<file path="src/design/irs_pkg.sv">
`timescale 1ns / 1ps
// Shared types and constants for the image resize sampler.
// No dependencies; every other design file refers to this package.
package irs_pkg;

	localparam int COORD_W    = 12;
	localparam int PLANE_W    = 2;
	localparam int SAMPLE_W   = 8;
	localparam int SRC_CFG_W  = 9;
	localparam int TGT_CFG_W  = 13;
	localparam int FRAC_W     = 16;
	localparam int TARGET_MAX = 4096;

	localparam int DEF_MAX_SRC_WIDTH  = 256;
	localparam int DEF_MAX_SRC_HEIGHT = 256;
	localparam int DEF_MAX_PLANES     = 4;

	localparam int PADDR_W = 5;
	localparam int PDATA_W = 32;

	typedef enum logic [2:0] {
		REG_SOURCE_WIDTH  = 3'd0,
		REG_SOURCE_HEIGHT = 3'd1,
		REG_TARGET_WIDTH  = 3'd2,
		REG_TARGET_HEIGHT = 3'd3,
		REG_INTERP_MODE   = 3'd4
	} reg_idx_t;

	typedef enum logic {
		OP_LOAD  = 1'b0,
		OP_QUERY = 1'b1
	} opcode_t;

	typedef enum logic {
		MODE_NEAREST  = 1'b0,
		MODE_BILINEAR = 1'b1
	} interp_t;

	typedef struct packed {
		opcode_t               opcode;
		logic [COORD_W-1:0]    column;
		logic [COORD_W-1:0]    row;
		logic [PLANE_W-1:0]    plane;
		logic [SAMPLE_W-1:0]   sample_in;
	} req_t;

	typedef struct packed {
		logic [SAMPLE_W-1:0] sample_out;
		logic                range_error;
	} rsp_t;

	typedef struct packed {
		logic [SRC_CFG_W-1:0] src_w;
		logic [SRC_CFG_W-1:0] src_h;
		logic [TGT_CFG_W-1:0] tgt_w;
		logic [TGT_CFG_W-1:0] tgt_h;
		interp_t              mode;
	} cfg_t;

	typedef struct packed {
		opcode_t             opcode;
		logic                range_error;
		logic [COORD_W-1:0]  column;
		logic [COORD_W-1:0]  row;
		logic [PLANE_W-1:0]  plane;
		logic [SAMPLE_W-1:0] sample;
	} tag_t;

endpackage

</file>
<file path="src/design/irs_coord_div.sv">
`timescale 1ns / 1ps
// Pipelined restoring divider for both source coordinates, one quotient bit per stage.
// Depends on irs_pkg; carries the request tag alongside the quotients.
module irs_coord_div #(
	parameter int QN = 24,
	parameter int NW = 37
) (
	input  logic                          clk,
	input  logic                          arst_n,
	input  logic                          en,
	input  logic                          in_valid,
	input  irs_pkg::tag_t                 in_tag,
	input  logic [NW-1:0]                 num_x,
	input  logic [NW-1:0]                 num_y,
	input  logic [irs_pkg::TGT_CFG_W-1:0] den_x,
	input  logic [irs_pkg::TGT_CFG_W-1:0] den_y,
	output logic                          out_valid,
	output irs_pkg::tag_t                 out_tag,
	output logic [QN-1:0]                 quo_x,
	output logic [QN-1:0]                 quo_y
);

	localparam int RW = irs_pkg::TGT_CFG_W;

	logic          v_s   [QN];
	irs_pkg::tag_t tag_s [QN];
	logic [RW-1:0] rx_s  [QN];
	logic [RW-1:0] ry_s  [QN];
	logic [QN-1:0] wx_s  [QN];
	logic [QN-1:0] wy_s  [QN];

	function automatic logic [RW:0] div_step(logic [RW-1:0] rem, logic nbit,
		logic [RW-1:0] den);
		logic [RW:0] trial;
		trial = {rem, nbit};
		if (trial >= {1'b0, den}) begin
			return {1'b1, RW'(trial - {1'b0, den})};
		end
		return {1'b0, trial[RW-1:0]};
	endfunction

	for (genvar k = 0; k < QN; k++) begin : g_stage
		logic          cur_v;
		irs_pkg::tag_t cur_tag;
		logic [RW-1:0] cur_rx, cur_ry;
		logic [QN-1:0] cur_wx, cur_wy;
		logic [RW:0]   sx, sy;

		if (k == 0) begin : g_first
			assign cur_v   = in_valid;
			assign cur_tag = in_tag;
			assign cur_rx  = RW'(num_x >> QN);
			assign cur_ry  = RW'(num_y >> QN);
			assign cur_wx  = num_x[QN-1:0];
			assign cur_wy  = num_y[QN-1:0];
		end else begin : g_next
			assign cur_v   = v_s[k-1];
			assign cur_tag = tag_s[k-1];
			assign cur_rx  = rx_s[k-1];
			assign cur_ry  = ry_s[k-1];
			assign cur_wx  = wx_s[k-1];
			assign cur_wy  = wy_s[k-1];
		end

		assign sx = div_step(cur_rx, cur_wx[QN-1], den_x);
		assign sy = div_step(cur_ry, cur_wy[QN-1], den_y);

		always_ff @(posedge clk or negedge arst_n) begin
			if (!arst_n) begin
				v_s[k] <= 1'b0;
			end else if (en) begin
				v_s[k] <= cur_v;
			end
		end

		always_ff @(posedge clk) begin
			if (en) begin
				tag_s[k] <= cur_tag;
				rx_s[k]  <= sx[RW-1:0];
				ry_s[k]  <= sy[RW-1:0];
				wx_s[k]  <= {cur_wx[QN-2:0], sx[RW]};
				wy_s[k]  <= {cur_wy[QN-2:0], sy[RW]};
			end
		end
	end

	assign out_valid = v_s[QN-1];
	assign out_tag   = tag_s[QN-1];
	assign quo_x     = wx_s[QN-1];
	assign quo_y     = wy_s[QN-1];

endmodule

</file>
<file path="config.mk">
export PLATFORM = sky130hd
export DESIGN_NAME = irs_coord_div
export DESIGN_NICKNAME = d
export VERILOG_FILES = /design/src/design/irs_pkg.sv /design/src/design/irs_coord_div.sv
export SDC_FILE = /design/constraint.sdc
export NUM_CORES = 2
export LEC_CHECK = 0
export BUFFER_PORTS_ARGS = -buffer_cell sky130_fd_sc_hd__buf_2
export CAP_MARGIN = 15
export CORE_ASPECT_RATIO = 0.9
export CORE_MARGIN = 2
export CORE_UTILIZATION = 55
export CTS_CLUSTER_SIZE = 25
export DETAILED_ROUTE_END_ITERATION = 8
export PLACE_DENSITY = 0.69
export SYNTH_ARGS = -nofsm -noshare
export SYNTH_HDL_FRONTEND = slang
export SYNTH_SLANG_ARGS = --single-unit
export TNS_END_PERCENT = 100
</file>
<file path="constraint.sdc">
create_clock -name clk -period 9 [get_ports clk]
set_input_delay 0.45 -clock clk [delete_from_list [all_inputs] [get_ports clk]]
set_output_delay 0.45 -clock clk [all_outputs]
set_load 0.01 [all_outputs]
</file>
## Yosys cells after proc, flatten, opt, wreduce, memory -nomap -nowiden

Memory sizes are Yosys's and may differ from the RTL's.
Index checks and enable logic that the tools add are counted.

| word-level totals | value |
|---|---|
| word-level logic and storage cells | 271 |
| memories | 5 |
| RAM bits | 2,640 |
| latch bits | 0 |
| ROM bits | 0 |
| flip-flop bits (word level) | 24 |
| output and inout port bits | 85 |

| operators by class | value |
|---|---|
| mux-type cells | 146 |
| add/subtract/negate cells | 48 |
| $lt $le $gt $ge | 48 |
| multipliers | 0 |
| bitwise gates (word level) | 0 |
| eq/ne operators | 0 |
| shift operators | 0 |
| div/mod/pow operators | 0 |
| reduce and logical (&&, ||, !) cells | 0 |

Memory list:

| memory | words | bits a word | read ports | clocked after memory_dff | wr ports | RTL line | source |
|---|---|---|---|---|---|---|---|
| tag_s | 24 | 36 | 24 | 0 | 24 | irs_coord_div.sv:26 | `irs_pkg::tag_t tag_s [QN];` |
| wx_s | 24 | 24 | 24 | 0 | 24 | irs_coord_div.sv:29 | `logic [QN-1:0] wx_s [QN];` |
| wy_s | 24 | 24 | 24 | 0 | 24 | irs_coord_div.sv:30 | `logic [QN-1:0] wy_s [QN];` |
| rx_s | 24 | 13 | 23 | 0 | 24 | irs_coord_div.sv:27 | `logic [RW-1:0] rx_s [QN];` |
| ry_s | 24 | 13 | 23 | 0 | 24 | irs_coord_div.sv:28 | `logic [RW-1:0] ry_s [QN];` |

Operators by type and width:

| cell | count |
|---|---|
| 14-bit 2-to-1 mux | 96 |
| 14-bit by 13-bit >= comparator with 1-bit output | 48 |
| 13-bit subtractor | 48 |
| 1-bit 2-to-1 mux | 50 |

## Depth between registers and ports, before layout

| logic depth | value |
|---|---|
| word-level depth | 3 |
| gate-level depth with buffers | 12 |

## Least setup slack after synthesis

Ideal clock, no wire load.

| timing | value |
|---|---|
| path kind | input-to-reg |
| start point | in den_x[2] (netlist bit) |
| end point | mem rx_s[0][84] (netlist bit), data pin |
| buffers on the path | 1 |
| cell stages on the path | 10 |
| setup time | 0.260 ns |
| arrival time | 3.241 ns |
| slack | 5.498 ns |
| required time | 8.740 ns |
| cell sequence | inv_1 > ha_1 > nor2b_1 > o31a_1 > o311a_1 > a211oi_2 > a21oi_1 > a2111o_1 > buf_6 > mux2_4 |

RTL lines:

| item | RTL line | source |
|---|---|---|
| start, declared | irs_coord_div.sv:15 | `input logic [irs_pkg::TGT_CFG_W-1:0] den_x,` |
| end, declared | irs_coord_div.sv:27 |  |

==> reports/qor.csv <==
stage;metric;value;unit
synth;seq_area_frac_synth;0.6885;
synth;synth-simple-area-share;0.05729;
timing;setup_violations;0;
routing;drtIter0Drc;4482;
grt;grt_pass1_wl;328700;um
place;gp_congestion;0.8877;
timing;clock_skew;0.06547;ns
setup_path;critPathLaunchType;register;
routing;drc;0;
cts;root_buffer;clkbuf_16;
floorplan;rows;159;
layout;syn_to_final_growth;12.79;%
pwr;powerDensity;327.9;nW/um^2
grt;grt_max_degree;184;
synth;synth_edf_count;2614;
timing;whs;0.1294;ns
setup_path;path_buf_inv;2;
cts;ctsResizeCount;0;
place;numPortBuffers;224;
floorplan;die_area;212600;sq um
timing;period_needed;3.701;ns
setup_path;slowest_delay;0.68;ns
layout;final_util;0.6227;
setup_path;crit_fanout;8;
synth;synth_cells;7437;
synth;avgSynthCellArea;15.45;sq um
synth;synth.lib_cells_used.distinct;75;
setup_path;crit_chain;inv_1 > ha_1 > fa_1 > nor2b_1 > o21ai_0 > nand2b_1 > a21oi_1 > or4_1 > a31oi_1 > buf_4 > mux2_2;
timing;setup_tns;0;ns
pwr;total_power;42.49;mW
routing;totalWireLength;207400;um
pwr;swShare;0.3020;
synth;synthAdderAreaFrac;0.07597;
pwr;internal-power;29.66;mW
setup_path;slowest_stage;a31oi_1;
layout;final_layout_size_suffix_gt1_frac;0.1466;
run;drv_cap;0;
cts;cts.clk_slew.worst_paths;0.06;ns
grt;grt_usage;0.1931;
synth;synth_compound_area_frac;0.08324;
synth;synth_top_family_by_area;compound AO/OA/AOI/OAI gates;
synth;mappedNetlistNets;8247;
timing;finalCritPeriodShare;0.4113;
setup_path;crit_family;compound AO/OA/AOI/OAI gates;
floorplan;dieWidth;485.8;um
cts;clk_path_buf_depth;4;
synth;async_flop_share;0.009098;
outcome;outcome;completed;
cts;clk_latency;0.91;ns
floorplan;start_util;0.5521;
setup_path;worstSetupPathType;register to register;
pwr;power_frac_comb;0.326;
cts;cts_setup_buffers;0;
synth;synth_ff_type;edfxtp_1;
layout;multi_input_area;34360;sq um
pwr;vdd_drop_max;0.2159;mV
timing;max_freq;270.2;MHz
timing;worst_slew_pin_slew;1.084;ns
synth;synth-xor-area-share;0.03011;
cts;cts.sinks;2638;
layout;ff_latch_area;79100;sq um
routing;viasPerCell;5.665;
grt;grt_pass1_vias;61620;
floorplan;io_pins;225;
floorplan;dieHeight;437.6;um
pwr;switchingPower;12.83;mW
floorplan;core;208100;sq um
setup_path;cp.arrival;4.31;ns
place;dp_hpwl;127000;um
timing;rsz0062_at_grt;false;
cts;numCtsBuffers;286;
synth;ys_ff_latch;2638;
hold_path;hold_path.class;input pin to register;
cts;h-tree-depth;5;
setup_path;worst-endpoint-required;9.61;ns
routing;ant_nets;0;
synth;post_synth_instance_area;114900;sq um
routing;wl_per_cell;18.96;um
timing;hold_viol_final;0;
grt;antenna_found_initial;3;
cts;tritoncts;yes;
grt;grt_remaining_overflow;0;
timing;relSlewSlack;0.2772;
routing;vias;61990;
setup_path;critical_path.endpoint_type;register;
layout;fin_nets;8828;
cts;ctsHoldBuffers;112;
layout;nFillCells;14980;
place;placedInstanceArea;119700;sq um
pwr;p_leak;48.16;nW
layout;final_area;129600;sq um
timing;maxSlewViolCount;0;
pwr;seqPwrFrac;0.415;
synth;synthMuxAreaShare;0.05173;
routing;drt_first_pass_iters;8;
synth;yosys_warnings;0;
pwr;clockPowerShare;0.259;
## Yosys cell counts, drive strengths merged (63+ instances only)
master	number	share of area
nor2	386	0.013
nand2b	75	0.0041
nor3	107	0.0047
nand3	63	0.0027
xor2	157	0.012
o21ai	344	0.015
nand2	271	0.0089
clkbuf	90	0.0029
a21o	129	0.0084
edfxtp	2614	0.68
nor2b	133	0.0072
mux2	433	0.043
a21oi	380	0.017
inv	275	0.0090
o21a	83	0.0054
ha	624	0.068
mux2i	104	0.0091
xnor2	238	0.018
nand4	74	0.0040
## worst register-to-register path: cells and delay by family (launching register included)
kind	cells	cell delay (ns)
and+or+nand+nor	3	0.81
buffers and inverters	2	0.40
AOI/OAI and AO/OA	3	0.90
DFF	1	0.33
adders and majority gates	2	0.65
muxes	1	0.34
## sequential cells by signal (all words and copies together) (netlist names)
register / cells
wy_s: 576
wx_s: 576
out_valid: 1
rx_s: 299
ry_s: 299
tag_s: 864
g_stage.cur_v: 23
## worst paths after layout
path / from / to / slack, ns / cells after the start
max: wx_s[1][95] / rx_s[1][2] / 5.30 / 11
min: en / tag_s[0][16] / 0.13 / 1
max reg2reg: wx_s[1][95] / rx_s[1][2] / 5.30 / 11
min reg2reg: wy_s[1][10] / wy_s[1][35] / 0.38 / 0
max in group asynchronous: arst_n / g_stage[23].cur_v / 7.49 / 4
min in group asynchronous: arst_n / g_stage[18].cur_v / 0.57 / 3
## layout by cell type, fill, tap and decap left out, types with 44 or more instances in the layout
cell	netlist	layout
mux2_2	426	426
nor2b_1	133	133
a21o_1	129	129
xor2_1	157	157
nor2_1	386	386
clkbuf_16	0	291
a211oi_1	55	55
dlygate4sd3_1	0	112
edfxtp_1	2614	2614
nand2_1	271	271
nand3_1	63	63
o21a_1	83	83
ha_1	624	624
clkbuf_1	90	53
buf_4	0	63
mux2i_1	104	104
nor3_1	107	107
o21ai_0	330	330
a31oi_1	58	57
nand2b_1	75	75
or3_1	44	44
inv_1	275	260
fa_1	46	46
nand4_1	74	74
xnor2_1	238	238
buf_2	23	223
a21oi_1	380	380
## per-layer routing
metal  global-route usage  vias up  share of wire
li1                     -    30020              -
met1               0.2650    30190           0.45
met2               0.3154     1345           0.47
met3              0.02978      433          0.043
met4              0.06828        2          0.033
met5                    0        -       0.000063
## cell type report
type,count,area share
inverters,275,0.007966
clock buffers,344,0.05773
well taps,2737,0.02643
clock inverters,130,0.009395
repair buffers,412,0.02290
flip-flops and latches,2638,0.6104
multi-input cells,4405,0.2652
diodes,1,0.00001931
## through the flow
stage | setup slack, ns | cells
global route | 5.068 | 10940
detailed placement | 4.559 | 10350
global placement | 4.584 | 10350
finish | 5.299 | 10940
floorplan | 5.498 | 7437
CTS | 5.295 | 10940
## kinds of logic after synthesis
group                      Yosys count
and+or+nand+nor                   1330
muxes                              537
AOI/OAI and AO/OA                 1473
adders and majority gates          670
buffers and inverters              394
DFF                               2638
xor gates and xnor gates           395
## power by group through the flow
stage	combinational, mW	clock (mW)	sequential (mW)
finish	13.9	11.0	17.6
global route	15.4	11.8	17.8
CTS	13.8	11.3	17.6
detailed placement	13.6	0	17.9
global placement	13.2	0	17.9
floorplan	10.9	0	17.3
(Power assumes the default switching activity.)
