File: src/design/irs_pkg.sv
`timescale 1ns / 1ps
// Shared types and constants for the image resize sampler.
// No dependencies; every other design file refers to this package.
package irs_pkg;

	localparam int COORD_W    = 12;
	localparam int PLANE_W    = 2;
	localparam int SAMPLE_W   = 8;
	localparam int SRC_CFG_W  = 9;
	localparam int TGT_CFG_W  = 13;
	localparam int FRAC_W     = 16;
	localparam int TARGET_MAX = 4096;

	localparam int DEF_MAX_SRC_WIDTH  = 256;
	localparam int DEF_MAX_SRC_HEIGHT = 256;
	localparam int DEF_MAX_PLANES     = 4;

	localparam int PADDR_W = 5;
	localparam int PDATA_W = 32;

	typedef enum logic [2:0] {
		REG_SOURCE_WIDTH  = 3'd0,
		REG_SOURCE_HEIGHT = 3'd1,
		REG_TARGET_WIDTH  = 3'd2,
		REG_TARGET_HEIGHT = 3'd3,
		REG_INTERP_MODE   = 3'd4
	} reg_idx_t;

	typedef enum logic {
		OP_LOAD  = 1'b0,
		OP_QUERY = 1'b1
	} opcode_t;

	typedef enum logic {
		MODE_NEAREST  = 1'b0,
		MODE_BILINEAR = 1'b1
	} interp_t;

	typedef struct packed {
		opcode_t               opcode;
		logic [COORD_W-1:0]    column;
		logic [COORD_W-1:0]    row;
		logic [PLANE_W-1:0]    plane;
		logic [SAMPLE_W-1:0]   sample_in;
	} req_t;

	typedef struct packed {
		logic [SAMPLE_W-1:0] sample_out;
		logic                range_error;
	} rsp_t;

	typedef struct packed {
		logic [SRC_CFG_W-1:0] src_w;
		logic [SRC_CFG_W-1:0] src_h;
		logic [TGT_CFG_W-1:0] tgt_w;
		logic [TGT_CFG_W-1:0] tgt_h;
		interp_t              mode;
	} cfg_t;

	typedef struct packed {
		opcode_t             opcode;
		logic                range_error;
		logic [COORD_W-1:0]  column;
		logic [COORD_W-1:0]  row;
		logic [PLANE_W-1:0]  plane;
		logic [SAMPLE_W-1:0] sample;
	} tag_t;

endpackage

File: src/design/irs_cfg_regs.sv
`timescale 1ns / 1ps
// APB register file holding the image sizes and the interpolation mode.
// Depends on irs_pkg; delivers the saturated sizes as one struct.
module irs_cfg_regs #(
	parameter int MAX_SRC_WIDTH  = irs_pkg::DEF_MAX_SRC_WIDTH,
	parameter int MAX_SRC_HEIGHT = irs_pkg::DEF_MAX_SRC_HEIGHT
) (
	input  logic                         clk,
	input  logic                         arst_n,
	input  logic                         psel,
	input  logic                         penable,
	input  logic                         pwrite,
	input  logic [irs_pkg::PADDR_W-1:0]  paddr,
	input  logic [irs_pkg::PDATA_W-1:0]  pwdata,
	output logic [irs_pkg::PDATA_W-1:0]  prdata,
	output logic                         pready,
	output irs_pkg::cfg_t                cfg
);

	logic [irs_pkg::SRC_CFG_W-1:0] src_w_q;
	logic [irs_pkg::SRC_CFG_W-1:0] src_h_q;
	logic [irs_pkg::TGT_CFG_W-1:0] tgt_w_q;
	logic [irs_pkg::TGT_CFG_W-1:0] tgt_h_q;
	irs_pkg::interp_t              mode_q;
	irs_pkg::reg_idx_t             idx;
	logic                          wr;

	assign idx    = irs_pkg::reg_idx_t'(paddr[irs_pkg::PADDR_W-1:2]);
	assign wr     = psel & penable & pwrite;
	assign pready = 1'b1;

	always_ff @(posedge clk or negedge arst_n) begin
		if (!arst_n) begin
			src_w_q <= irs_pkg::SRC_CFG_W'(256);
			src_h_q <= irs_pkg::SRC_CFG_W'(256);
			tgt_w_q <= irs_pkg::TGT_CFG_W'(256);
			tgt_h_q <= irs_pkg::TGT_CFG_W'(256);
			mode_q  <= irs_pkg::MODE_BILINEAR;
		end else if (wr) begin
			unique case (idx)
				irs_pkg::REG_SOURCE_WIDTH:  src_w_q <= pwdata[irs_pkg::SRC_CFG_W-1:0];
				irs_pkg::REG_SOURCE_HEIGHT: src_h_q <= pwdata[irs_pkg::SRC_CFG_W-1:0];
				irs_pkg::REG_TARGET_WIDTH:  tgt_w_q <= pwdata[irs_pkg::TGT_CFG_W-1:0];
				irs_pkg::REG_TARGET_HEIGHT: tgt_h_q <= pwdata[irs_pkg::TGT_CFG_W-1:0];
				irs_pkg::REG_INTERP_MODE:   mode_q  <= irs_pkg::interp_t'(pwdata[0]);
				default: ;
			endcase
		end
	end

	always_comb begin
		unique case (idx)
			irs_pkg::REG_SOURCE_WIDTH:  prdata = irs_pkg::PDATA_W'(src_w_q);
			irs_pkg::REG_SOURCE_HEIGHT: prdata = irs_pkg::PDATA_W'(src_h_q);
			irs_pkg::REG_TARGET_WIDTH:  prdata = irs_pkg::PDATA_W'(tgt_w_q);
			irs_pkg::REG_TARGET_HEIGHT: prdata = irs_pkg::PDATA_W'(tgt_h_q);
			irs_pkg::REG_INTERP_MODE:   prdata = irs_pkg::PDATA_W'(mode_q);
			default:                    prdata = '0;
		endcase
	end

	always_comb begin
		cfg.mode = mode_q;
		if (src_w_q == '0) begin
			cfg.src_w = irs_pkg::SRC_CFG_W'(1);
		end else if (32'(src_w_q) > MAX_SRC_WIDTH) begin
			cfg.src_w = irs_pkg::SRC_CFG_W'(MAX_SRC_WIDTH);
		end else begin
			cfg.src_w = src_w_q;
		end
		if (src_h_q == '0) begin
			cfg.src_h = irs_pkg::SRC_CFG_W'(1);
		end else if (32'(src_h_q) > MAX_SRC_HEIGHT) begin
			cfg.src_h = irs_pkg::SRC_CFG_W'(MAX_SRC_HEIGHT);
		end else begin
			cfg.src_h = src_h_q;
		end
		if (tgt_w_q == '0) begin
			cfg.tgt_w = irs_pkg::TGT_CFG_W'(1);
		end else if (32'(tgt_w_q) > irs_pkg::TARGET_MAX) begin
			cfg.tgt_w = irs_pkg::TGT_CFG_W'(irs_pkg::TARGET_MAX);
		end else begin
			cfg.tgt_w = tgt_w_q;
		end
		if (tgt_h_q == '0) begin
			cfg.tgt_h = irs_pkg::TGT_CFG_W'(1);
		end else if (32'(tgt_h_q) > irs_pkg::TARGET_MAX) begin
			cfg.tgt_h = irs_pkg::TGT_CFG_W'(irs_pkg::TARGET_MAX);
		end else begin
			cfg.tgt_h = tgt_h_q;
		end
	end

endmodule

File: config.mk
export PLATFORM = sky130hd
export DESIGN_NAME = irs_cfg_regs
export DESIGN_NICKNAME = d
export VERILOG_FILES = /design/src/design/irs_pkg.sv /design/src/design/irs_cfg_regs.sv
export SDC_FILE = /design/constraint.sdc
export NUM_CORES = 1
export LEC_CHECK = 0
export ABC_AREA = 1
export ABC_CLOCK_PERIOD_IN_PS = 1500
export BUFFER_PORTS_ARGS = -buffer_cell sky130_fd_sc_hd__buf_2
export CAP_MARGIN = 20
export CORE_ASPECT_RATIO = 0.75
export CORE_MARGIN = 4
export CORE_UTILIZATION = 43
export CTS_CLUSTER_DIAMETER = 200
export CTS_CLUSTER_SIZE = 12
export DETAILED_ROUTE_END_ITERATION = 7
export GPL_TIMING_DRIVEN = 0
export PLACE_DENSITY = 0.76
export SETUP_SLACK_MARGIN = 0.4
export SKIP_CTS_REPAIR_TIMING = 1
export SLEW_MARGIN = 20
export SYNTH_ARGS = -nofsm -noshare
export SYNTH_HDL_FRONTEND = slang
export SYNTH_SLANG_ARGS = --single-unit
File: constraint.sdc
create_clock -name clk -period 1.5 [get_ports clk]
set_input_delay 0.45 -clock clk [delete_from_list [all_inputs] [get_ports clk]]
set_output_delay 0.45 -clock clk [all_outputs]
set_load 0.1 [all_outputs]
Yosys cells after proc, flatten, opt, wreduce, memory -nomap -nowiden
Index checks and enable logic that the tools add are counted.

storage, ports and cells
  word-level logic and storage cells = 34
  bits of input ports = 42
  flip-flop bits (word level) = 45
  output and inout port bits = 78

cells by class
  bitwise operators = 2
  reductions and logical operators = 10
  equality and inequality tests = 4
  muxes and demuxes = 9
  order comparisons = 4

operators with widths
  kind                                                                   number
  13-bit case mux with 5 select lines                                    1
  13-bit 2-to-1 mux                                                      4
  9-bit 2-to-1 mux                                                       4
  13-bit greater-than comparator, second input constant                  2
  13-bit zero test                                                       2
  9-bit greater-than comparator, second input constant                   2
  9-bit zero test                                                        2
  2-bit AND reduction                                                    5
  3-bit by 2-bit equality test with 1-bit output, second input constant  2
  3-bit by 1-bit equality test with 1-bit output, second input constant  1
  3-bit equality test, second input constant                             1
  3-bit zero test                                                        1
  1-bit AND                                                              2

Logic depth before layout (Yosys ltp)
  word-level depth = 3
  gate-level depth with buffers = 8
  mapped depth without buffers = 7

Worst setup path after synthesis
Ideal clock, no wire load.

  kind = reg-to-output
  start point = register tgt_w_q[0] in the netlist's numbering
  end point = output cfg[14] in the netlist's numbering
  arrival time = 2.913 ns
  slack = -1.863 ns
  data required time = 1.050 ns
  path buffers = 0
  cell stages (with the launch flop) = 6
  cells stage by stage = dfrtp_1 -> nor2_1 -> nand2_1 -> nor2_1 -> nand2_1 -> o21ai_0

RTL lines
  item                    RTL line            source
  from (decl)             irs_cfg_regs.sv:22  logic [irs_pkg::TGT_CFG_W-1:0] tgt_w_q;
  from (signal assigned)  irs_cfg_regs.sv:36  tgt_w_q <= irs_pkg::TGT_CFG_W'(256);
  from (signal assigned)  irs_cfg_regs.sv:43  irs_pkg::REG_TARGET_WIDTH: tgt_w_q <= pwdata[irs_pkg::TGT_CFG_W-1:0];
  to (decl)               irs_cfg_regs.sv:17  output irs_pkg::cfg_t cfg

==> implementation parameters <==
Parameter                              Value

Timing
  Worst slew pin tran ... about 640 ps
  Count of pins over their slew limit ... 0
  Final worst clock skew ... 0 ps
  Post-route minimum period ... 2270 ps
  Fmax ... around 440 MHz
  Unrepaired setup endpoints after global routing ... yes
  Setup tns final ... -27190 ps
  Count of final setup violators ... 58
  Fin crit share ... 152%
  Hold_ws ... 151 ps
  Final hold violation count ... 0
  Relative slew slack ... between 50% and 60%
  Final setup margin ... -774 ps

Synth
  Cell count after synthesis ... ~370
  Mapped Area ... roughly 0.0028 mm2
  Fraction of synthesized cell area taken by the top area cell type ... 36.3%
  Largest area contributor in the synthesized netlist ... sky130_fd_sc_hd__dfrtp_1
  Mean post-synth cell area ... between 7 and 8 um2
  Netlist cell types ... 24
  Yosys warning count ... 0
  FF+latch count, synth ... 45
  Portion of the post-synthesis area used by sequential elements ... about two fifths
  Largest cells by area after synthesis ... sky130_fd_sc_hd__dfrtp_1, sky130_fd_sc_hd__nand2_1, sky130_fd_sc_hd__inv_1, sky130_fd_sc_hd__buf_4, sky130_fd_sc_hd__o21ai_2

GRT
  First-pass GRT wire length ... 13.0 mm
  Total global routing track utilization ... about a fifth
  Largest net degree at the start of global routing ... 46
  Busiest metal layer after global routing ... met2
  Initial antenna violation count ... 0
  GR Layer Usage met3 ... under 10%
  Total overflow reported by the global router ... 0
  Vias in the first global route ... 2637
  Routing usage on met1 ... between 30 and 40%
  Met2 Resource Use GR ... roughly 32%

Power
  Worst IR drop on VDD ... ~1300 uV
  Internal power ... ~0.0040 W
  Clk network pwr share ... 8.8%
  Switching share of power ... between 50% and 60%
  Power density over the cells ... roughly 1500 mW/mm2
  Leakage power total ... 2.66 nW
  Power spent charging and discharging nets ... between 0.004 and 0.005 W
  Combinational share of power ... 70.6%
  Sequential share of power ... about a fifth

Route
  ANT nets after route ... 0
  DRT iter0 DRCs ... around 460
  Routed Wire Length ... about 15 mm
  Routed len/inst ... about 25 um
  Number of remaining DRC errors ... 0
  Initial DRT Pass Iterations ... 6
  Vias post-DR ... ~3700
  Post-detailed-route via-to-cell ratio ... just under 6

Critical path
  Arrival @ worst endpoint ... around 1800 ps
  Register-to-register path setup slack ... between 400 and 500 ps
  Kind of start point of the critical path ... flop
  Crit-path max FO ... 5
  FF-to-FF End ... src_w_q[8]
  Worst r2r src ... src_w_q[8]
  Master of the slowest instance on the critical path ... sky130_fd_sc_hd__dfrtp_1
  Worst setup path category ... flop to output pin
  CP bufs+invs ... 1
  Depth of the most critical reg-to-reg path ... 4
  Kind of capture point of the worst setup path ... output pin
  Delay of the slowest critical-path stage ... ~460 ps
  Critical path, cell by cell ... nor2_1 > nand2_1 > nor2_4 > nand2_4 > a21oi_4 > buf_12
  Top cell family by delay on the critical path ... simple AND/OR/NAND/NOR gates
  Required time worst endpoint ... between 1000 and 1500 ps

Floorplanning
  Std-Cell Core Area ... ~0.006 mm2
  X dimension of the die ... between 100 and 150 um
  Count of pins on the block boundary ... 120
  Initial Utilization ... between 40 and 50%
  Floorplan die area ... roughly 0.0078 mm2
  Die height ... around 77 um
  Number of placement rows ... 24

Clock network
  # clock sinks ... 45
  Clock transition at the registers of the reported paths ... around 90 ps
  Largest buffer count on any clock path ... 2
  Source-to-sink clock delay at the later pin of the worst-skew pair ... approximately 310 ps
  Number of H-tree branching levels ... 2
  Cts bufs inserted ... 5
  Clock tree from TritonCTS ... done
  Root Buffer Master ... sky130_fd_sc_hd__clkbuf_8

Cells and area
  Area overhead of the layout relative to synthesis ... 109%
  Fraction of layout cells with a size suffix above 1 ... 60.5%
  Final Net Count ... 575
  Ant diodes ... 0
  Layout Cells excl Fill ... 612

Placed design
  Number of placed instances, taps included ... ~550
  Routability congestion estimate ... ~0.9
  Dpl hpwl ... 6.42 mm
  Number of port buffers ... a little under 80

Run status
  Violated checks ... setup timing
  Run status ... complete, but fails checks

Run
  Total of max-cap violations ... 0

Min path
  Classification of the worst-slack hold path ... primary input to async pin
-- power by group through the flow --
stage / logic [W] / registers, W / clock network [W]
floorplan: 0.00375 / 0.00168 / 0
global placement: 0.00415 / 0.00176 / 0
detailed placement: 0.00420 / 0.00176 / 0
CTS: 0.00421 / 0.00174 / 0.000736
global route: 0.00635 / 0.00181 / 0.000805
finish: 0.00620 / 0.00181 / 0.000773
-- area by class of cell --
class,instances,area (um2)
clock buffer,6,72.6
clock inverter,2,10.0
tap,78,97.6
timing repair inverter,1,8.76
timing repair buffer,131,1820
buffer,36,460
inverter,59,259
fill,137,248
sequential,45,1140
multi-input combinational,254,1890
-- layout by cell type (no fill, tap or decap), types with 2 or more instances in the layout --
cell type and count:
sky130_fd_sc_hd__nand3_1 5, sky130_fd_sc_hd__buf_2 17, sky130_fd_sc_hd__nor2_1 11, sky130_fd_sc_hd__nor3_4 2, sky130_fd_sc_hd__clkinv_2 2, sky130_fd_sc_hd__inv_1 35
sky130_fd_sc_hd__buf_12 62, sky130_fd_sc_hd__clkinv_8 2, sky130_fd_sc_hd__dfstp_2 5, sky130_fd_sc_hd__o22ai_4 4, sky130_fd_sc_hd__nor2_4 25, sky130_fd_sc_hd__nand4_1 9
sky130_fd_sc_hd__conb_1 20, sky130_fd_sc_hd__dfrtp_2 4, sky130_fd_sc_hd__nand3_2 2, sky130_fd_sc_hd__o21ai_4 2, sky130_fd_sc_hd__clkbuf_16 9, sky130_fd_sc_hd__buf_8 8
sky130_fd_sc_hd__buf_6 16, sky130_fd_sc_hd__inv_2 20, sky130_fd_sc_hd__dfrtp_1 36, sky130_fd_sc_hd__nand2_2 15, sky130_fd_sc_hd__nand2_1 79, sky130_fd_sc_hd__nand2_4 8
sky130_fd_sc_hd__buf_4 54, sky130_fd_sc_hd__nand3_4 2, sky130_fd_sc_hd__clkbuf_8 5, sky130_fd_sc_hd__a21oi_4 18, sky130_fd_sc_hd__nor2_2 3, sky130_fd_sc_hd__nand2_8 4
sky130_fd_sc_hd__o21ai_1 15, sky130_fd_sc_hd__inv_6 2, sky130_fd_sc_hd__o21ai_2 29
-- layer usage --
metal | routed length (um) | part of all wire (%) | up-vias
li1 | - | - | 1446
met1 | 5230 | 34 | 1729
met2 | 7100 | 46 | 366
met3 | 1860 | 12 | 112
met4 | 1120 | 7.3 | 0
met5 | 0 | 0 | -
-- how the worst max path moves through the flow --
stage | cells after the start | slack [ps] | to | start
after CTS | 6 | -850 | cfg[17] | tgt_w_q[2]
final | 6 | -770 | cfg[18] | tgt_w_q[1]
after global placement | 5 | -740 | prdata[2] | paddr[3]
after detailed placement | 5 | -760 | prdata[2] | paddr[3]
after floorplan | 4 | -720 | prdata[8] | paddr[4]
after global routing | 6 | -860 | cfg[18] | tgt_w_q[1]
-- cells by family (layout without fill, tap and decap cells) --
family	after synthesis	count (layout)	share of synthesized area, %
simple gates	164	166	26.1
flops	45	45	41.1
compound gates	68	68	15.0
buf+inv	95	235	17.6
other cells	2	20	0.272
-- metrics by stage --
step | utilization [%] | power, W | worst slack (ps) | cell area (um2)
3_5_place_dp | 66.3 | 0.00596 | -756 | 3980
5_1_grt | 95.9 | 0.00897 | -861 | 5760
4_1_cts | 67.7 | 0.00668 | -848 | 4070
6_report | 95.9 | 0.00878 | -774 | 5760
3_3_place_gp | 66.3 | 0.00591 | -737 | 3980
2_1_floorplan | - | 0.00542 | -723 | 3500
-- worst reg2reg max path, stage by stage, from the launching register on --
cell                        delay, ps
sky130_fd_sc_hd__dfstp_2          580
sky130_fd_sc_hd__clkbuf_16        170
sky130_fd_sc_hd__buf_6            110
sky130_fd_sc_hd__nand2_1           70
sky130_fd_sc_hd__o21ai_2           60
-- sequential cells by signal, indices dropped and copies added (netlist names) --
signal   count
mode_q       1
src_h_q      9
src_w_q      9
tgt_h_q     13
tgt_w_q     13
-- cells in the mapped netlist --
master and number:
sky130_fd_sc_hd__o22ai_1 4, sky130_fd_sc_hd__conb_1 2, sky130_fd_sc_hd__buf_4 21, sky130_fd_sc_hd__nand2_4 4, sky130_fd_sc_hd__nor3_4 2, sky130_fd_sc_hd__a21oi_1 18
sky130_fd_sc_hd__o21ai_2 18, sky130_fd_sc_hd__buf_6 6, sky130_fd_sc_hd__clkbuf_1 7, sky130_fd_sc_hd__nand2_2 1, sky130_fd_sc_hd__nand3_1 7, sky130_fd_sc_hd__and3_2 1
sky130_fd_sc_hd__o21ai_1 26, sky130_fd_sc_hd__buf_2 2, sky130_fd_sc_hd__o21ai_0 2, sky130_fd_sc_hd__inv_1 56, sky130_fd_sc_hd__dfstp_2 5, sky130_fd_sc_hd__nand3_2 2
sky130_fd_sc_hd__nand4_1 9, sky130_fd_sc_hd__dfrtp_1 40, sky130_fd_sc_hd__nand2_1 99, sky130_fd_sc_hd__inv_2 2, sky130_fd_sc_hd__clkinv_2 1, sky130_fd_sc_hd__nor2_1 39
No activity file was read; power rests on OpenSTA's default activity.
