--- src/design/irs_pkg.sv ---
`timescale 1ns / 1ps
// Shared types and constants for the image resize sampler.
// No dependencies; every other design file refers to this package.
package irs_pkg;

	localparam int COORD_W    = 12;
	localparam int PLANE_W    = 2;
	localparam int SAMPLE_W   = 8;
	localparam int SRC_CFG_W  = 9;
	localparam int TGT_CFG_W  = 13;
	localparam int FRAC_W     = 16;
	localparam int TARGET_MAX = 4096;

	localparam int DEF_MAX_SRC_WIDTH  = 256;
	localparam int DEF_MAX_SRC_HEIGHT = 256;
	localparam int DEF_MAX_PLANES     = 4;

	localparam int PADDR_W = 5;
	localparam int PDATA_W = 32;

	typedef enum logic [2:0] {
		REG_SOURCE_WIDTH  = 3'd0,
		REG_SOURCE_HEIGHT = 3'd1,
		REG_TARGET_WIDTH  = 3'd2,
		REG_TARGET_HEIGHT = 3'd3,
		REG_INTERP_MODE   = 3'd4
	} reg_idx_t;

	typedef enum logic {
		OP_LOAD  = 1'b0,
		OP_QUERY = 1'b1
	} opcode_t;

	typedef enum logic {
		MODE_NEAREST  = 1'b0,
		MODE_BILINEAR = 1'b1
	} interp_t;

	typedef struct packed {
		opcode_t               opcode;
		logic [COORD_W-1:0]    column;
		logic [COORD_W-1:0]    row;
		logic [PLANE_W-1:0]    plane;
		logic [SAMPLE_W-1:0]   sample_in;
	} req_t;

	typedef struct packed {
		logic [SAMPLE_W-1:0] sample_out;
		logic                range_error;
	} rsp_t;

	typedef struct packed {
		logic [SRC_CFG_W-1:0] src_w;
		logic [SRC_CFG_W-1:0] src_h;
		logic [TGT_CFG_W-1:0] tgt_w;
		logic [TGT_CFG_W-1:0] tgt_h;
		interp_t              mode;
	} cfg_t;

	typedef struct packed {
		opcode_t             opcode;
		logic                range_error;
		logic [COORD_W-1:0]  column;
		logic [COORD_W-1:0]  row;
		logic [PLANE_W-1:0]  plane;
		logic [SAMPLE_W-1:0] sample;
	} tag_t;

endpackage

--- src/design/irs_blend.sv ---
`timescale 1ns / 1ps
// Three-stage bilinear blend: horizontal products, vertical products, sum, rounding and clamp.
// Depends on irs_pkg for the response type.
module irs_blend (
	input  logic                         clk,
	input  logic                         arst_n,
	input  logic                         en,
	input  logic                         in_valid,
	input  logic                         in_zero,
	input  logic                         in_err,
	input  logic [irs_pkg::SAMPLE_W-1:0] v00,
	input  logic [irs_pkg::SAMPLE_W-1:0] v10,
	input  logic [irs_pkg::SAMPLE_W-1:0] v01,
	input  logic [irs_pkg::SAMPLE_W-1:0] v11,
	input  logic [irs_pkg::FRAC_W-1:0]   fx,
	input  logic [irs_pkg::FRAC_W-1:0]   fy,
	output logic                         out_valid,
	output irs_pkg::rsp_t                out_rsp
);

	localparam int WW = irs_pkg::FRAC_W + 1;
	localparam int HW = WW + irs_pkg::SAMPLE_W + 1;
	localparam int PW = WW + HW;
	localparam int AW = PW + 1;
	localparam int RW = AW - 2 * irs_pkg::FRAC_W;

	logic [WW-1:0] gx, gy_in;
	logic [HW-1:0] h0, h1;
	logic [AW-1:0] acc;
	logic [RW-1:0] rnd;

	logic          v_s1, v_s2, v_s3;
	logic          zero_s1, zero_s2;
	logic          err_s1, err_s2;
	logic [HW-1:0] h0_s1, h1_s1;
	logic [WW-1:0] gy_s1, fy_s1;
	logic [PW-1:0] p0_s2, p1_s2;
	irs_pkg::rsp_t rsp_s3;

	assign gx    = WW'(1 << irs_pkg::FRAC_W) - WW'(fx);
	assign gy_in = WW'(1 << irs_pkg::FRAC_W) - WW'(fy);
	assign h0    = HW'(gx) * HW'(v00) + HW'(fx) * HW'(v10);
	assign h1    = HW'(gx) * HW'(v01) + HW'(fx) * HW'(v11);
	assign acc   = AW'(p0_s2) + AW'(p1_s2) + AW'(64'd1 << (2 * irs_pkg::FRAC_W - 1));
	assign rnd   = acc[AW-1:2*irs_pkg::FRAC_W];

	always_ff @(posedge clk or negedge arst_n) begin
		if (!arst_n) begin
			v_s1 <= 1'b0;
			v_s2 <= 1'b0;
			v_s3 <= 1'b0;
		end else if (en) begin
			v_s1 <= in_valid;
			v_s2 <= v_s1;
			v_s3 <= v_s2;
		end
	end

	always_ff @(posedge clk) begin
		if (en) begin
			zero_s1 <= in_zero;
			err_s1  <= in_err;
			h0_s1   <= h0;
			h1_s1   <= h1;
			gy_s1   <= gy_in;
			fy_s1   <= WW'(fy);
			zero_s2 <= zero_s1;
			err_s2  <= err_s1;
			p0_s2   <= PW'(gy_s1) * PW'(h0_s1);
			p1_s2   <= PW'(fy_s1) * PW'(h1_s1);
			rsp_s3.range_error <= err_s2;
			if (zero_s2) begin
				rsp_s3.sample_out <= '0;
			end else if (rnd > RW'(255)) begin
				rsp_s3.sample_out <= 8'hFF;
			end else begin
				rsp_s3.sample_out <= rnd[irs_pkg::SAMPLE_W-1:0];
			end
		end
	end

	assign out_valid = v_s3;
	assign out_rsp   = rsp_s3;

endmodule

--- config.mk ---
export PLATFORM = sky130hd
export DESIGN_NAME = irs_blend
export DESIGN_NICKNAME = d
export VERILOG_FILES = /design/src/design/irs_pkg.sv /design/src/design/irs_blend.sv
export SDC_FILE = /design/constraint.sdc
export NUM_CORES = 2
export LEC_CHECK = 0
export ABC_CLOCK_PERIOD_IN_PS = 18900
export BUFFER_PORTS_ARGS = -buffer_cell sky130_fd_sc_hd__buf_4
export CAP_MARGIN = 20
export CORE_MARGIN = 5
export CORE_UTILIZATION = 50
export CTS_CLUSTER_DIAMETER = 80
export DETAILED_ROUTE_END_ITERATION = 6
export GPL_TIMING_DRIVEN = 0
export PLACE_DENSITY = 0.71
export SYNTH_ARGS = -nofsm -noshare
export SYNTH_HDL_FRONTEND = slang
export SYNTH_SLANG_ARGS = --single-unit
--- constraint.sdc ---
create_clock -name clk -period 18.9 [get_ports clk]
set_clock_uncertainty 0.05 [all_clocks]
set_input_delay 0.945 -clock clk [delete_from_list [all_inputs] [get_ports clk]]
set_output_delay 0.945 -clock clk [all_outputs]
set_load 0.02 [all_outputs]
# Word-level counts from Yosys, hierarchy flattened
# Cells that the tools add are included.
[word_totals] register_bits=187 input_bits=70 output_inout_bits=10 wordCells=29
[op_classes] add_sub_neg=6 multipliers=6 n_lt_le_gt_ge=1 mux=1
[ops] cell="25-bit by 24-bit adder with 26-bit output" count=2
[ops] cell="17-bit by 8-bit multiplier with 25-bit output" count=2
[ops] cell="16-bit by 8-bit multiplier with 24-bit output" count=2
[ops] cell="43-bit by 43-bit adder with 44-bit output" count=1
[ops] cell="44-bit by 32-bit adder with 44-bit output, second input constant" count=1
[ops] cell="17-bit by 26-bit multiplier with 43-bit output" count=1
[ops] cell="16-bit by 26-bit multiplier with 42-bit output" count=1
[ops] cell="17-bit by 16-bit subtractor with 17-bit output, first input constant" count=2
[ops] cell="12-bit by 8-bit > comparator with 1-bit output, second input constant" count=1
[ops] cell="8-bit two-way mux" count=1

# Logic depth before layout (Yosys ltp)
[depth] ltp_word=4 ltp_mapped=29 ltp_nobuf=27

# Least setup slack after synthesis
# OpenSTA, ideal clock, no wires.
[synth_timing] path_kind="input -> register" start="in fx[8] in the netlist's numbering" end="reg h0_s1[24], data pin" setup_time_ns=0.258 arrival_ns=7.731 t_required_ns=18.592 path_slack_ns=10.861 stages=27 path_buffers=2 cell_sequence="clkbuf_1 or4_1 nor3_1 nand3_1 xor2_1 clkbuf_1 nand2_1 fa_1 fa_1 fa_1 inv_1 fa_1 fa_1 inv_1 fa_1 inv_1 ha_1 a21o_1 a21o_1 a21o_1 a21o_1 a31oi_2 o21ai_1 o41a_1 a21o_1 a21oi_2 xnor2_1"
[synth_via] elab_chain_cells=3 elab_cells_between_ends=4 classes_between="add/sub: 2; mul: 2"
[synth_lines] item="start: declaration" line="irs_blend.sv:15" rtl="input logic [irs_pkg::FRAC_W-1:0] fx,"
[synth_lines] item="17-bit by 16-bit subtractor with 17-bit output" line="irs_blend.sv:40" rtl="assign gx = WW'(1 << irs_pkg::FRAC_W) - WW'(fx);"
[synth_lines] item="17-bit by 8-bit multiplier with 25-bit output" line="irs_blend.sv:42" rtl="assign h0 = HW'(gx) * HW'(v00) + HW'(fx) * HW'(v10);"
[synth_lines] item="25-bit by 24-bit adder with 26-bit output *" line="irs_blend.sv:42"
[synth_lines] item="via h0[24]" line="irs_blend.sv:28" rtl="logic [HW-1:0] h0, h1;"
[synth_lines] item="end signal: assignment" line="irs_blend.sv:63" rtl="h0_s1 <= h0;"
[synth_lines] item="end: declaration" line="irs_blend.sv:35" rtl="logic [HW-1:0] h0_s1, h1_s1;"
# Mark *: on every way through the listed nets, which the timed path passes. The rest lies on a longest branch.
# A chain may end at the register's enable or synchronous reset.

# Worst setup path after layout
[layout_timing] start="in fx[8] in the netlist's numbering" end="reg h0_s1[25], data pin"
# Same word-level chain as after synthesis.

==> flow_results.xml <==
<?xml version="1.0" encoding="UTF-8"?>
<metrics>
  <group name="route">
    <metric name="detail_route.drc_violations" unit="">0</metric>
    <metric name="detailedRoute.firstPassIterationCount" unit="">5</metric>
    <metric name="detail-route-antenna-nets" unit="">0</metric>
    <metric name="num_vias" unit="">38600</metric>
    <metric name="postRouteWirelength" unit="microns">139000</metric>
    <metric name="initialDrtViolationCount" unit="">2786</metric>
    <metric name="route.detailed.vias_per_inst" unit="">5.44</metric>
    <metric name="average_wire_per_standard_cell" unit="microns">19.6</metric>
  </group>
  <group name="timing">
    <metric name="tmin_final" unit="ns">9.02</metric>
    <metric name="fmax" unit="MHz">111</metric>
    <metric name="rsz0062_at_grt" unit="">false</metric>
    <metric name="report.final.hold_viol_count" unit="">0</metric>
    <metric name="final.setup.tns" unit="ns">0</metric>
    <metric name="timing.max_slew.rel_slack" unit="%">27.7</metric>
    <metric name="drv_slew" unit="">0</metric>
    <metric name="setup_viol" unit="">0</metric>
    <metric name="worst_slew_pin_tran" unit="ns">1.08</metric>
    <metric name="hold_slack" unit="ns">0.171</metric>
    <metric name="post-route-period-util" unit="%">47.7</metric>
  </group>
  <group name="yosys">
    <metric name="syn_area_per_cell" unit="sq um">9.29</metric>
    <metric name="synth.ff_latch_count" unit="">185</metric>
    <metric name="netlist_area" unit="sq um">52100</metric>
    <metric name="post_synthesis_share_of_cell_area_spent_on_xor_and_xnor_gates" unit="%">2.27</metric>
    <metric name="yosysWarnings" unit="">0</metric>
    <metric name="ys_top_cells_by_count" unit="">1306 x sky130_fd_sc_hd__inv_1, 1125 x sky130_fd_sc_hd__fa_1, 839 x sky130_fd_sc_hd__nand2_1</metric>
    <metric name="postSynthCellCount" unit="">5607</metric>
    <metric name="yosys.area_share.simple" unit="%">16.4</metric>
    <metric name="synthesis.nets" unit="">7267</metric>
    <metric name="synth_top_area_cell" unit="">sky130_fd_sc_hd__fa_1</metric>
    <metric name="ys.flop_type" unit="">sky130_fd_sc_hd__edfxtp_1</metric>
    <metric name="portion_of_the_post_synthesis_area_used_by_sequential_elements" unit="%">10.6</metric>
    <metric name="netlist_top_cells_area" unit="">sky130_fd_sc_hd__fa_1 43%, sky130_fd_sc_hd__ha_1 11%, sky130_fd_sc_hd__edfxtp_1 10%</metric>
    <metric name="synth_compound_area_share" unit="%">5.10</metric>
    <metric name="synth_top_area_share" unit="%">43.2</metric>
    <metric name="synth_top_family_by_area" unit="">adder cells</metric>
    <metric name="synth.distinct_cells" unit="">73</metric>
    <metric name="ys_async_sr_fraction" unit="%">1.62</metric>
    <metric name="synth_most_common_cell" unit="">sky130_fd_sc_hd__inv_1</metric>
    <metric name="post_synth_fa_ha_maj_area_fraction" unit="%">54.4</metric>
    <metric name="synth-edff-count" unit="">182</metric>
    <metric name="post_synth_mux_area_share" unit="%">0.125</metric>
  </group>
  <group name="clocking">
    <metric name="clock_root_buffer" unit="">sky130_fd_sc_hd__clkbuf_16</metric>
    <metric name="ctsLongestPathBuffers" unit="">2</metric>
    <metric name="cts_hold_buf" unit="">0</metric>
    <metric name="cts_setup_buffers" unit="">0</metric>
    <metric name="cts_buffers" unit="">17</metric>
    <metric name="clock_latency_on_the_worst_skew_pair" unit="ns">0.50</metric>
    <metric name="cts_repair_resize_count" unit="">0</metric>
    <metric name="tritoncts_num_sinks" unit="">185</metric>
    <metric name="cts_htree_levels" unit="">4</metric>
    <metric name="tritoncts" unit="">built</metric>
    <metric name="clock_input_transition_at_the_sequential_cells_of_the_worst_setup_and_hold_paths" unit="ns">0.08</metric>
  </group>
  <group name="global_route">
    <metric name="global_route.usage.met3" unit="%">5.07</metric>
    <metric name="global_route.overflow_total" unit="">0</metric>
    <metric name="grt_most_used_layer" unit="">met2</metric>
    <metric name="grt_antenna_before_repair" unit="">7</metric>
    <metric name="grt_start_max_net_pins" unit="">97</metric>
    <metric name="total_routing_usage_reported_by_global_routing" unit="%">25.6</metric>
    <metric name="first_pass_grt_wire_length" unit="microns">221000</metric>
    <metric name="via_count_of_the_first_global_routing_pass" unit="">40800</metric>
    <metric name="met1_demand_to_capacity_share_in_global_routing" unit="%">33.7</metric>
    <metric name="groute.layer.met2.usage" unit="%">41.8</metric>
  </group>
  <group name="placement">
    <metric name="detailed_place.area" unit="sq um">54400</metric>
    <metric name="globalplace.congestion" unit="">0.946</metric>
    <metric name="post-dp-hpwl" unit="microns">116000</metric>
    <metric name="placement.io_buffers" unit="">66</metric>
  </group>
  <group name="die">
    <metric name="die-width" unit="microns">333</metric>
    <metric name="die_y" unit="microns">333</metric>
    <metric name="core" unit="sq um">103000</metric>
    <metric name="fp.dieArea" unit="sq um">111000</metric>
    <metric name="number_of_placement_rows" unit="">118</metric>
    <metric name="floorplan.initialDensity" unit="%">50.3</metric>
    <metric name="io_pins" unit="">80</metric>
  </group>
  <group name="finish">
    <metric name="area_growth_syn_to_layout" unit="%">5.49</metric>
    <metric name="num-fill-cells" unit="">9417</metric>
    <metric name="layout.cell_area.non_filler" unit="sq um">55000</metric>
    <metric name="layout.core_utilization" unit="%">53.1</metric>
    <metric name="final_layout_size_suffix_gt1_share" unit="%">2.17</metric>
    <metric name="design.final.nets" unit="">7353</metric>
  </group>
  <group name="critical_path">
    <metric name="setup.worst_path.start_class" unit="">input pin</metric>
    <metric name="critical_path_class" unit="">in -&gt; reg</metric>
    <metric name="cp-end-kind" unit="">flip-flop</metric>
    <metric name="worst_ep_required_time" unit="ns">19.12</metric>
    <metric name="critical_path_arrival" unit="ns">9.24</metric>
    <metric name="worstPathMaxFanout" unit="">10</metric>
  </group>
  <group name="hold_path">
    <metric name="hp-class" unit="">in -&gt; async</metric>
  </group>
  <group name="outcome">
    <metric name="run_status" unit="">complete, no violations</metric>
  </group>
  <group name="flow_run">
    <metric name="timing.max_cap.violations" unit="">0</metric>
  </group>
</metrics>
## cell usage in the layout, fill, tap and decap left out, drive strengths merged, types with 7 or more instances in the layout
cell / n
inv: 1312
fa: 1125
nand2: 839
and2: 623
ha: 465
clkbuf: 238
edfxtp: 182
a21oi: 122
nor2: 113
xnor2: 98
a21o: 88
buf: 70
o21ai: 70
nor3: 41
nand3: 37
xor2: 37
o21a: 24
nand2b: 19
nor2b: 18
a31oi: 16
and3: 15
nand4: 15
a211oi: 15
o21bai: 12
nor4: 8
or3: 8
o211ai: 7
## flip-flops by register name (all words and copies together), names as in the netlist, 9 cells and up
| register | cells |
|---|---|
| p0_s2 | 43 |
| p1_s2 | 42 |
| h0_s1 | 26 |
| h1_s1 | 26 |
| gy_s1 | 17 |
| fy_s1 | 15 |
| out_rsp | 9 |
## routing by layer
| layer | wire (microns) | vias up |
|---|---|---|
| li1 | - | 16900 |
| met1 | 54700 | 19700 |
| met4 | 6710 | 2 |
| met5 | 18 | - |
| met3 | 12300 | 353 |
| met2 | 65300 | 1606 |
## layout make-up
type / count / area (sq um) / share of cell area [%]
sequential: 185 / 5540 / 10.1
clock buffer: 17 / 425 / 0.774
tap: 1380 / 1730 / 3.14
buffer: 224 / 842 / 1.53
antenna: 6 / 15.0 / 0.0273
timing repair buffer: 67 / 531 / 0.965
clock inverter: 15 / 160 / 0.291
multi-input combinational: 3892 / 40800 / 74.3
inverter: 1306 / 4900 / 8.92
## metrics by stage
stage,cells,setup slack [ns]
after detailed placement,7054,9.45
after global placement,7053,9.50
final,7092,9.88
after global routing,7087,9.43
after floorplan,5607,10.86
after CTS,7086,9.94
## worst max-delay path, stage by stage
cell and delay (ns):
sky130_fd_sc_hd__clkbuf_1 0.23, sky130_fd_sc_hd__or4_1 0.63, sky130_fd_sc_hd__nor3_1 0.21, sky130_fd_sc_hd__nand3_1 0.18, sky130_fd_sc_hd__xor2_1 0.71, sky130_fd_sc_hd__clkbuf_1 0.70, sky130_fd_sc_hd__nand2_1 0.18, sky130_fd_sc_hd__fa_1 0.54
sky130_fd_sc_hd__fa_1 0.46, sky130_fd_sc_hd__fa_1 0.54, sky130_fd_sc_hd__inv_1 0.06, sky130_fd_sc_hd__fa_1 0.50, sky130_fd_sc_hd__fa_1 0.49, sky130_fd_sc_hd__inv_1 0.05, sky130_fd_sc_hd__fa_1 0.47, sky130_fd_sc_hd__inv_1 0.04
sky130_fd_sc_hd__ha_1 0.34, sky130_fd_sc_hd__a21o_1 0.18, sky130_fd_sc_hd__a21oi_1 0.21, sky130_fd_sc_hd__nand2b_1 0.10, sky130_fd_sc_hd__o31a_1 0.32, sky130_fd_sc_hd__a41o_1 0.28, sky130_fd_sc_hd__o211ai_1 0.20, sky130_fd_sc_hd__a21boi_1 0.11
sky130_fd_sc_hd__o21a_1 0.22, sky130_fd_sc_hd__o311ai_2 0.33
## final timing paths
| kind | startpoint | to | slack [ns] | depth (start not counted) |
|---|---|---|---|---|
| worst max register to register | fy_s1[9] | p1_s2[40] | 10.96 | 24 |
| worst min register to register | err_s2 | out_rsp[0] | 0.38 | 0 |
| worst max-delay path | fx[8] | h0_s1[25] | 9.88 | 26 |
| min in group clk | err_s2 | out_rsp[0] | 0.38 | 0 |
| worst min-delay path | arst_n | v_s1 | 0.17 | 1 |
| max in group asynchronous | arst_n | v_s2 | 18.54 | 1 |
## cells by family after synthesis
family / Yosys count
buffers and inverters: 1530
AO/OA/AOI/OAI: 403
AND/OR/NAND/NOR: 1758
flip-flops: 185
adder cells (fa/ha/maj): 1590
XOR/XNOR: 135
multiplexers: 6
Power is not shown: default switching activity piles up to over one toggle a cycle in this logic, so the estimate is an artifact.
